--- config.mk ---
export PLATFORM = sky130hd
export DESIGN_NAME = frame_header_deframer_core_flat
export DESIGN_NICKNAME = d
export VERILOG_FILES = /design/src/rtl/core/fhd_pkg.sv /design/src/rtl/core/fhd_channels.sv /design/src/rtl/core/frame_header_deframer_core.sv /design/src/flat_wrapper.sv
export SDC_FILE = /design/constraint.sdc
export NUM_CORES = 1
export LEC_CHECK = 0
export ABC_AREA = 1
export BUFFER_PORTS_ARGS = -buffer_cell sky130_fd_sc_hd__buf_4
export CAP_MARGIN = 20
export CORE_MARGIN = 4
export CORE_UTILIZATION = 48
export DETAILED_ROUTE_END_ITERATION = 8
export MAX_ROUTING_LAYER = met4
export PLACE_DENSITY = 0.8
export SYNTH_ARGS = -nofsm -noshare
export SYNTH_HDL_FRONTEND = slang
export SYNTH_SLANG_ARGS = --single-unit
--- constraint.sdc ---
create_clock -name clock -period 3 [get_ports clock]
set_clock_uncertainty 0.15 [all_clocks]
set_input_delay 0.45 -clock clock [delete_from_list [all_inputs] [get_ports clock]]
set_output_delay 0.45 -clock clock [all_outputs]
set_load 0.02 [all_outputs]
--- src/rtl/core/fhd_pkg.sv ---
// fhd_pkg: shared types and codes of the frame header deframer
`timescale 1ns / 1ps
`default_nettype none
package fhd_pkg;

   // result kinds
   localparam logic [1:0] KIND_HEADER  = 2'd0;
   localparam logic [1:0] KIND_PAYLOAD = 2'd1;
   localparam logic [1:0] KIND_ERROR   = 2'd2;

   // error codes
   localparam logic [2:0] ERR_NONE      = 3'd0;
   localparam logic [2:0] ERR_BAD_TYPE  = 3'd1;
   localparam logic [2:0] ERR_TOO_LONG  = 3'd2;
   localparam logic [2:0] ERR_BAD_SUM   = 3'd3;
   localparam logic [2:0] ERR_SHORT_HDR = 3'd4;
   localparam logic [2:0] ERR_SHORT_PAY = 3'd5;

   // parser phases
   localparam logic [2:0] PH_HDR0 = 3'd0;
   localparam logic [2:0] PH_HDR1 = 3'd1;
   localparam logic [2:0] PH_HDR2 = 3'd2;
   localparam logic [2:0] PH_HDR3 = 3'd3;
   localparam logic [2:0] PH_PAY  = 3'd4;
   localparam logic [2:0] PH_DROP = 3'd5;

   // register indexes (byte address / 4)
   localparam logic [1:0] REG_TYPE_A    = 2'd0;
   localparam logic [1:0] REG_TYPE_B    = 2'd1;
   localparam logic [1:0] REG_TYPE_C    = 2'd2;
   localparam logic [1:0] REG_LEN_LIMIT = 2'd3;

   localparam int unsigned CSR_ADDR_W = 4;
   localparam int unsigned CSR_DATA_W = 32;

   // input transaction payload
   typedef struct packed {
      logic [7:0] data_byte;
      logic       buffer_end;
   } req_payload_type;

   // result transaction payload
   typedef struct packed {
      logic [1:0]  kind;
      logic [7:0]  frame_flags;
      logic [15:0] payload_length;
      logic [7:0]  payload_byte;
      logic [2:0]  error_code;
      logic        frame_last;
   } rsp_payload_type;

endpackage
`default_nettype wire

--- src/rtl/core/fhd_channels.sv ---
// fhd_channels: valid/ready channel interfaces for input bytes and results
`timescale 1ns / 1ps
`default_nettype none
interface fhd_req_if;
   logic       valid;
   logic       ready;
   logic [7:0] data_byte;
   logic       buffer_end;

   modport source (output valid, output data_byte, output buffer_end, input ready);
   modport sink   (input valid, input data_byte, input buffer_end, output ready);
endinterface

interface fhd_rsp_if;
   logic        valid;
   logic        ready;
   logic [1:0]  kind;
   logic [7:0]  frame_flags;
   logic [15:0] payload_length;
   logic [7:0]  payload_byte;
   logic [2:0]  error_code;
   logic        frame_last;

   modport source (output valid, output kind, output frame_flags, output payload_length,
                   output payload_byte, output error_code, output frame_last, input ready);
   modport sink   (input valid, input kind, input frame_flags, input payload_length,
                   input payload_byte, input error_code, input frame_last, output ready);
endinterface
`default_nettype wire

--- src/rtl/core/frame_header_deframer_core.sv ---
// frame_header_deframer_core: checks a 4-byte frame header and passes the payload through
// path: an accepted byte is held in the input register, then its result goes to the result register
// throughput: one byte per cycle while results are taken, set by the single parse stage
//   between the input and result registers; bytes that give no result never stall it
// reset: synchronous, active high; clears valids and parser state, and sets the
//   type codes to 1, 2, 3 and the length limit to 4096
`timescale 1ns / 1ps
`default_nettype none
module frame_header_deframer_core
   import fhd_pkg::*;
(
   input  wire logic                  clock,
   input  wire logic                  reset,
   fhd_req_if.sink                    req_if,
   fhd_rsp_if.source                  rsp_if,
   input  wire logic                  psel,
   input  wire logic                  penable,
   input  wire logic                  pwrite,
   input  wire logic [CSR_ADDR_W-1:0] paddr,
   input  wire logic [CSR_DATA_W-1:0] pwdata,
   output logic      [CSR_DATA_W-1:0] prdata,
   output logic                       pready
);

   // configuration registers
   logic [3:0]  type_a_ff, type_b_ff, type_c_ff;
   logic [15:0] len_limit_ff;
   logic        csr_wr;
   logic [1:0]  csr_idx;

   assign pready  = 1'b1;
   assign csr_wr  = psel && penable && pwrite;
   assign csr_idx = paddr[3:2];

   always_ff @(posedge clock) begin
      if (reset) begin
         type_a_ff    <= 4'd1;
         type_b_ff    <= 4'd2;
         type_c_ff    <= 4'd3;
         len_limit_ff <= 16'd4096;
      end else if (csr_wr) begin
         unique case (csr_idx)
            REG_TYPE_A:    type_a_ff    <= pwdata[3:0];
            REG_TYPE_B:    type_b_ff    <= pwdata[3:0];
            REG_TYPE_C:    type_c_ff    <= pwdata[3:0];
            REG_LEN_LIMIT: len_limit_ff <= pwdata[15:0];
            default:       len_limit_ff <= len_limit_ff;
         endcase
      end
   end

   // register readback
   always_comb begin
      unique case (csr_idx)
         REG_TYPE_A:    prdata = {28'd0, type_a_ff};
         REG_TYPE_B:    prdata = {28'd0, type_b_ff};
         REG_TYPE_C:    prdata = {28'd0, type_c_ff};
         REG_LEN_LIMIT: prdata = {16'd0, len_limit_ff};
         default:       prdata = '0;
      endcase
   end

   // input register
   logic            stg_valid_ff, stg_valid_in;
   req_payload_type stg_ff;
   logic            stg_adv;
   logic            out_free;
   logic            res_valid;
   logic            req_take;

   // result register
   logic            rsp_valid_ff, rsp_valid_in;
   rsp_payload_type rsp_ff, res;

   // parser state
   logic [2:0]  phase_ff, phase_in;
   logic [15:0] count_ff, count_in;
   logic [7:0]  flags_ff, flags_in;
   logic [15:0] length_ff, length_in;
   logic [7:0]  sum_ff, sum_in;

   assign out_free     = !rsp_valid_ff || rsp_if.ready;
   assign stg_adv      = stg_valid_ff && (out_free || !res_valid);
   assign req_if.ready = !stg_valid_ff || stg_adv;
   assign req_take     = req_if.valid && req_if.ready;
   assign stg_valid_in = req_take || (stg_valid_ff && !stg_adv);

   always_ff @(posedge clock) begin
      if (reset) begin
         stg_valid_ff <= 1'b0;
      end else begin
         stg_valid_ff <= stg_valid_in;
      end
   end

   always_ff @(posedge clock) begin
      if (req_take) begin
         stg_ff.data_byte  <= req_if.data_byte;
         stg_ff.buffer_end <= req_if.buffer_end;
      end
   end

   // parse one byte against the current phase
   logic [7:0]  b;
   logic        b_end;
   logic [3:0]  tnib;
   logic        type_ok;
   logic [2:0]  hdr_err;
   logic [15:0] count_inc;
   logic [1:0]  r_kind;
   logic [7:0]  r_pb;
   logic [2:0]  r_err;
   logic        r_last;

   always_comb begin
      b         = stg_ff.data_byte;
      b_end     = stg_ff.buffer_end;
      tnib      = flags_ff[7:4];
      type_ok   = (tnib == type_a_ff) || (tnib == type_b_ff) || (tnib == type_c_ff);
      count_inc = count_ff + 16'd1;
      phase_in  = phase_ff;
      count_in  = count_ff;
      flags_in  = flags_ff;
      length_in = length_ff;
      sum_in    = sum_ff;
      res_valid = 1'b0;
      r_kind    = KIND_HEADER;
      r_pb      = 8'd0;
      r_err     = ERR_NONE;
      r_last    = 1'b0;

      // header check order: type, then length, then checksum
      priority if (!type_ok)                hdr_err = ERR_BAD_TYPE;
      else if (length_ff >= len_limit_ff)   hdr_err = ERR_TOO_LONG;
      else if (b != sum_ff)                 hdr_err = ERR_BAD_SUM;
      else                                  hdr_err = ERR_NONE;

      unique case (phase_ff)
         PH_HDR0: begin
            flags_in  = b;
            length_in = 16'd0;
            sum_in    = b;
            count_in  = 16'd0;
            phase_in  = PH_HDR1;
         end
         PH_HDR1: begin
            length_in = {8'd0, b};
            sum_in    = sum_ff + b;
            phase_in  = PH_HDR2;
         end
         PH_HDR2: begin
            length_in = {b, length_ff[7:0]};
            sum_in    = sum_ff + b;
            phase_in  = PH_HDR3;
         end
         PH_HDR3: begin
            res_valid = 1'b1;
            r_last    = 1'b1;
            phase_in  = PH_DROP;
            priority if (hdr_err != ERR_NONE) begin
               r_kind = KIND_ERROR;
               r_err  = hdr_err;
            end else if (length_ff == 16'd0) begin
               r_kind = KIND_HEADER;
            end else if (b_end) begin
               r_kind = KIND_ERROR;
               r_err  = ERR_SHORT_PAY;
            end else begin
               r_kind   = KIND_HEADER;
               r_last   = 1'b0;
               count_in = 16'd0;
               phase_in = PH_PAY;
            end
         end
         PH_PAY: begin
            res_valid = 1'b1;
            count_in  = count_inc;
            priority if (count_inc == length_ff) begin
               r_kind   = KIND_PAYLOAD;
               r_pb     = b;
               r_last   = 1'b1;
               phase_in = PH_DROP;
            end else if (b_end) begin
               r_kind   = KIND_ERROR;
               r_err    = ERR_SHORT_PAY;
               r_last   = 1'b1;
               phase_in = PH_DROP;
            end else begin
               r_kind = KIND_PAYLOAD;
               r_pb   = b;
            end
         end
         default: begin
            phase_in = PH_DROP;
         end
      endcase

      // buffer ends inside the header
      if (b_end && (phase_ff == PH_HDR0 || phase_ff == PH_HDR1 || phase_ff == PH_HDR2)) begin
         res_valid = 1'b1;
         r_kind    = KIND_ERROR;
         r_err     = ERR_SHORT_HDR;
         r_last    = 1'b1;
      end
      // end of buffer always restarts the parser
      if (b_end) begin
         phase_in = PH_HDR0;
         count_in = 16'd0;
         sum_in   = 8'd0;
      end

      res.kind           = r_kind;
      res.frame_flags    = flags_in;
      res.payload_length = length_in;
      res.payload_byte   = r_pb;
      res.error_code     = r_err;
      res.frame_last     = r_last;
   end

   // parser state update
   always_ff @(posedge clock) begin
      if (reset) begin
         phase_ff  <= PH_HDR0;
         count_ff  <= 16'd0;
         flags_ff  <= 8'd0;
         length_ff <= 16'd0;
         sum_ff    <= 8'd0;
      end else if (stg_adv) begin
         phase_ff  <= phase_in;
         count_ff  <= count_in;
         flags_ff  <= flags_in;
         length_ff <= length_in;
         sum_ff    <= sum_in;
      end
   end

   // result register
   assign rsp_valid_in = (stg_adv && res_valid) || (rsp_valid_ff && !rsp_if.ready);

   always_ff @(posedge clock) begin
      if (reset) begin
         rsp_valid_ff <= 1'b0;
      end else begin
         rsp_valid_ff <= rsp_valid_in;
      end
   end

   always_ff @(posedge clock) begin
      if (stg_adv && res_valid) begin
         rsp_ff <= res;
      end
   end

   assign rsp_if.valid          = rsp_valid_ff;
   assign rsp_if.kind           = rsp_ff.kind;
   assign rsp_if.frame_flags    = rsp_ff.frame_flags;
   assign rsp_if.payload_length = rsp_ff.payload_length;
   assign rsp_if.payload_byte   = rsp_ff.payload_byte;
   assign rsp_if.error_code     = rsp_ff.error_code;
   assign rsp_if.frame_last     = rsp_ff.frame_last;

   // a byte with the buffer end flag sends the parser back to header byte zero
   a_end_restarts: assert property (@(posedge clock) disable iff (reset)
      (stg_adv && stg_ff.buffer_end) |=> (phase_ff == PH_HDR0))
      else $error("parser did not restart after buffer end");

   // error results always close the frame
   a_error_last: assert property (@(posedge clock) disable iff (reset)
      (rsp_valid_ff && rsp_ff.kind == KIND_ERROR) |-> (rsp_ff.frame_last && rsp_ff.error_code != ERR_NONE))
      else $error("error result without frame end or code");

   // non-error results carry no error code
   a_no_code: assert property (@(posedge clock) disable iff (reset)
      (rsp_valid_ff && rsp_ff.kind != KIND_ERROR) |-> (rsp_ff.error_code == ERR_NONE))
      else $error("error code on a non-error result");

   // a stalled input byte is never lost when the result side is blocked
   a_stage_hold: assert property (@(posedge clock) disable iff (reset)
      (stg_valid_ff && !stg_adv) |=> (stg_valid_ff && $stable(stg_ff)))
      else $error("stalled input byte changed");

   // payload phase counts stay below the header length
   a_count_range: assert property (@(posedge clock) disable iff (reset)
      (phase_ff == PH_PAY) |-> (count_ff < length_ff))
      else $error("payload count overran header length");

endmodule
`default_nettype wire

--- src/flat_wrapper.sv ---
// flat-port wrapper written by rule: the top's interface ports become plain ports
module frame_header_deframer_core_flat import fhd_pkg::*;
  (clock, reset, psel, penable, pwrite, paddr, pwdata, prdata, pready, req_if_valid, req_if_data_byte, req_if_buffer_end, req_if_ready, rsp_if_valid, rsp_if_kind, rsp_if_frame_flags, rsp_if_payload_length, rsp_if_payload_byte, rsp_if_error_code, rsp_if_frame_last, rsp_if_ready);
  fhd_req_if req_if_i ();
  fhd_rsp_if rsp_if_i ();
  input  wire logic clock;
  input  wire logic reset;
  input  wire logic psel;
  input  wire logic penable;
  input  wire logic pwrite;
  input  wire logic [CSR_ADDR_W-1:0] paddr;
  input  wire logic [CSR_DATA_W-1:0] pwdata;
  output logic      [CSR_DATA_W-1:0] prdata;
  output logic pready;
  input wire logic [$bits(req_if_i.valid)-1:0] req_if_valid;
  input wire logic [$bits(req_if_i.data_byte)-1:0] req_if_data_byte;
  input wire logic [$bits(req_if_i.buffer_end)-1:0] req_if_buffer_end;
  output wire logic [$bits(req_if_i.ready)-1:0] req_if_ready;
  output wire logic [$bits(rsp_if_i.valid)-1:0] rsp_if_valid;
  output wire logic [$bits(rsp_if_i.kind)-1:0] rsp_if_kind;
  output wire logic [$bits(rsp_if_i.frame_flags)-1:0] rsp_if_frame_flags;
  output wire logic [$bits(rsp_if_i.payload_length)-1:0] rsp_if_payload_length;
  output wire logic [$bits(rsp_if_i.payload_byte)-1:0] rsp_if_payload_byte;
  output wire logic [$bits(rsp_if_i.error_code)-1:0] rsp_if_error_code;
  output wire logic [$bits(rsp_if_i.frame_last)-1:0] rsp_if_frame_last;
  input wire logic [$bits(rsp_if_i.ready)-1:0] rsp_if_ready;
  assign req_if_i.valid = req_if_valid;
  assign req_if_i.data_byte = req_if_data_byte;
  assign req_if_i.buffer_end = req_if_buffer_end;
  assign req_if_ready = req_if_i.ready;
  assign rsp_if_valid = rsp_if_i.valid;
  assign rsp_if_kind = rsp_if_i.kind;
  assign rsp_if_frame_flags = rsp_if_i.frame_flags;
  assign rsp_if_payload_length = rsp_if_i.payload_length;
  assign rsp_if_payload_byte = rsp_if_i.payload_byte;
  assign rsp_if_error_code = rsp_if_i.error_code;
  assign rsp_if_frame_last = rsp_if_i.frame_last;
  assign rsp_if_i.ready = rsp_if_ready;
  frame_header_deframer_core u_core (.clock(clock), .reset(reset), .req_if(req_if_i), .rsp_if(rsp_if_i), .psel(psel), .penable(penable), .pwrite(pwrite), .paddr(paddr), .pwdata(pwdata), .prdata(prdata), .pready(pready));
endmodule
==> impl_metrics.csv <==
group,metric,value,unit
run_status,status,"completed",
routing,drt_iter0_drc,579,
cts,path_clk_slew,0.06,ns
sta,setup-violations-final,0,
setup_path,rr_startpoint,"u_core.len_limit_ff[15]$_SDFFE_PP0P_",
routing,drc,0,
final_layout,area.growth.synth_to_final,20.2,%
grt,grt_start_max_net_pins,41,
yosys,synth_cell_types,39,
final_layout,drive_gt1_share,15.0,%
routing,ant_nets,0,
setup_path,path_cells,"inv_1 > ha_1 > nand4_1 > nor2_1 > nand3_1 > nand3_1 > nor2_1 > nand3_1 > nand2_1 > a21oi_4 > buf_4 > nand2_1 > nand2_1 > nor2_1",
sta,finalCriticalPeriod,2.59,ns
flow_run,cap_violations,0,
pwr,leakage,3.49,nW
sta,fin_crit_sh,86.3,%
floorplanning,initial_core_util,48.8,%
routing,highest-signal-layer,"met4",
placed_design,io_buffers,89,
yosys,synth_cells,881,
worst_hold_path,hold_depth,1,
grt,grt-ovfl-total,0,
setup_path,cp.required,3.15,ns
grt,grt_pass1_wl,27.4,mm
routing,num_vias,6093,
setup_path,r2r_cells,14,
cts,htree_levels,4,
sta,tightest_slew,0.723,ns
cts,cts-resized-gates,0,
cts,clkSinkCount,128,
yosys,synth-edff-count,47,
routing,post_drt_wl_per_cell,14.8,um
yosys,async_reset_ff_share,0,%
worst_hold_path,min_path_type,"in -> reg",
sta,fin_tns_setup,0,ns
setup_path,slowest_stage,"ha_1",
floorplanning,die_h,127,um
setup_path,startpoint_type,"register",
floorplanning,ios,125,
placed_design,place_congestion,0.911,
sta,rsz0062_at_grt,"false",
setup_path,rr_endpoint,"u_core.count_ff[15]$_SDFFE_PP0P_",
final_layout,num_antenna_cells,0,
sta,hold_viol_final,0,
yosys,ys_ff_latch,128,
routing,drt_first_pass_iters,5,
worst_hold_path,worstHoldStart,"req_if_data_byte[2]",
setup_path,endpoint_kind,"register",
yosys,yosysWarnings,0,
setup_path,cp_slowest_stage_delay,0.32,ns
worst_hold_path,hold_path_end,"u_core.b[2]$_DFFE_PP_",
grt,grt_pass1_vias,5643,
final_layout,fillers,1223,
cts,cts_buffer_depth,2,
setup_path,worstPathMaxFanout,32,
grt,track_usage,22.2,%
sta,fmax,386,MHz
setup_path,criticalPathCategory,"reg -> reg",
routing,wl_met2,8.52,mm
final_layout,nets,1043,
placed_design,hpwl,12.2,mm
routing,vias_per_cell,5.26,
yosys,syn_avg_cell_area,7.66,sq um
routing,met1_length,7.00,mm
pwr,ir_worst_vdd,0.396,mV
cts,cts_hold_buf,0,
yosys,seq_area_frac_synth,44.9,%
floorplanning,core-area,13800,sq um
cts,cts_tree,"yes",
pwr,fin_total_pwr,4.67,mW
cts,clockRootBuffer,"clkbuf_16",
grt,antenna_found_initial,0,
setup_path,arrival,2.74,ns
pwr,cellPowerDensity,575,nW/um^2
cts,cts_setup_buffers,0,
yosys,ys.flop_type,"dfxtp_1",
sta,maxSlewViolCount,0,
cts,clkLatencyLatePin,0.42,ns
cts,numCtsBuffers,17,
sta,relSlewSlack,51.7,%
floorplanning,die_w,127,um
routing,drt_wl_total,17.1,mm
floorplanning,num_rows,43,
yosys,syn-cell-area,6750,sq um
setup_path,regToRegSetupSlack,0.41,ns
floorplanning,die-area,16000,sq um
routing,met3_length,994,um
worst max-delay path, delay by kind of cell (launching register included):
| family | cells | cell delay, ns |
|---|---|---|
| AOI/OAI and AO/OA | 1 | 0.15 |
| adders and majority gates | 1 | 0.32 |
| buffers and inverters | 2 | 0.39 |
| DFF | 1 | 0.31 |
| and+or+nand+nor | 10 | 1.16 |
placed cells by master, fill, tap and decap left out, drive strengths merged, types with 17 or more instances in the layout:
master  instances
dfxtp          81
nand2         191
nor2          145
buf            97
a21oi          64
conb           17
edfxtp         47
ha             24
inv            95
nand3          46
clkbuf         19
o21ai          68
state kept, by name (all words and copies together) (netlist names), 3 cells and up:
signal	flops
u_core.count_ff	16
u_core.len_limit_ff	16
u_core.length_ff	16
u_core.rsp_if.payload_length	16
u_core.b	8
u_core.flags_ff	8
u_core.rsp_if.frame_flags	8
u_core.rsp_if.payload_byte	8
u_core.sum_ff	8
u_core.type_a_ff	4
u_core.type_b_ff	4
u_core.type_c_ff	4
u_core.phase_ff	3
u_core.rsp_if.error_code	3
power by group:
group	total, mW	leakage, nW	switching (mW)	internal, mW
clock	2.07	0.281	0.765	1.31
sequential	1.96	1.11	0.0732	1.89
combinational	0.632	2.10	0.403	0.229
worst max-delay path by stage:
stage          slack (ns)                            startpoint  cells past startpoint                                          to
4_1_cts              0.45       u_core.phase_ff[2]$_SDFFE_PP0P_                     12  u_core.rsp_if.payload_length[13]$_DFFE_PP_
6_report             0.41  u_core.len_limit_ff[15]$_SDFFE_PP0P_                     14            u_core.count_ff[15]$_SDFFE_PP0P_
5_1_grt              0.19  u_core.len_limit_ff[15]$_SDFFE_PP0P_                     14             u_core.count_ff[7]$_SDFFE_PP0P_
3_3_place_gp         0.53       u_core.phase_ff[1]$_SDFFE_PP0P_                     11  u_core.rsp_if.payload_length[13]$_DFFE_PP_
2_1_floorplan        0.55       u_core.phase_ff[2]$_SDFFE_PP0P_                     11   u_core.rsp_if.error_code[0]$_SDFFCE_PP0P_
3_5_place_dp         0.50       u_core.phase_ff[2]$_SDFFE_PP0P_                     12  u_core.rsp_if.payload_length[11]$_DFFE_PP_
synthesized netlist by cell type, types with 2 or more instances:
cell	instances	area (sq um)
buf_2	3	15.0
nor2_1	140	526
inv_2	5	18.8
clkbuf_2	4	20.0
nor2_2	4	25.0
nand3_1	41	205
nor4_1	5	31.3
buf_4	17	128
clkbuf_1	19	71.3
ha_1	24	300
nand4_1	10	62.6
inv_1	88	330
o21ai_1	3	15.0
edfxtp_1	47	1410
nand2_2	2	12.5
dfxtp_1	81	1620
buf_6	3	33.8
o2111ai_1	4	35.0
o22ai_1	16	100
o211ai_1	6	45.0
o21ai_0	64	320
xor2_1	8	70.1
a21oi_1	63	315
conb_1	2	7.51
xnor2_1	16	140
nand3_2	5	50.1
a22oi_1	2	15.0
nand2_1	188	706
layout make-up:
type                    count  area [sq um]  area share (%)
multi-input cells         628          3160            38.9
flip-flops and latches    128          3030            37.4
repair buffers             97           753            9.28
clock buffers              19           433            5.34
inverters                  94           353            4.35
well taps                 180           225            2.78
clock inverters            13           161            1.99
metrics by stage:
stage               area (sq um)  hold slack (ns)  worst slack [ns]  utilization (%)  instances
floorplan                   6810            0.299             0.553                -        896
global placement            7520            0.310             0.528             54.4       1127
detailed placement          7520            0.316             0.496             54.4       1127
CTS                         8110           0.0336             0.447             58.7       1159
global route                8110           0.0339             0.192             58.7       1159
finish                      8110           0.0481             0.412             58.7       1159
logic make-up (layout without fill, tap and decap cells):
family / count (synthesis) / after routing / synth area share [%]
other: 2 / 17 / 0.111
adders and majority gates: 25 / 25 / 4.74
DFF: 128 / 128 / 44.9
xor gates and xnor gates: 25 / 25 / 3.46
buffers and inverters: 140 / 223 / 9.19
and+or+nand+nor: 400 / 400 / 24.6
AOI/OAI and AO/OA: 161 / 161 / 13.0
routing by layer:
layer | vias to the layer above | global-route usage [%]
met5 | - | -
met4 | 0 | 10.1
met3 | 54 | 4.88
met2 | 226 | 36.4
met1 | 2783 | 26.1
li1 | 3030 | -
Power figures use the tool's default switching activity.
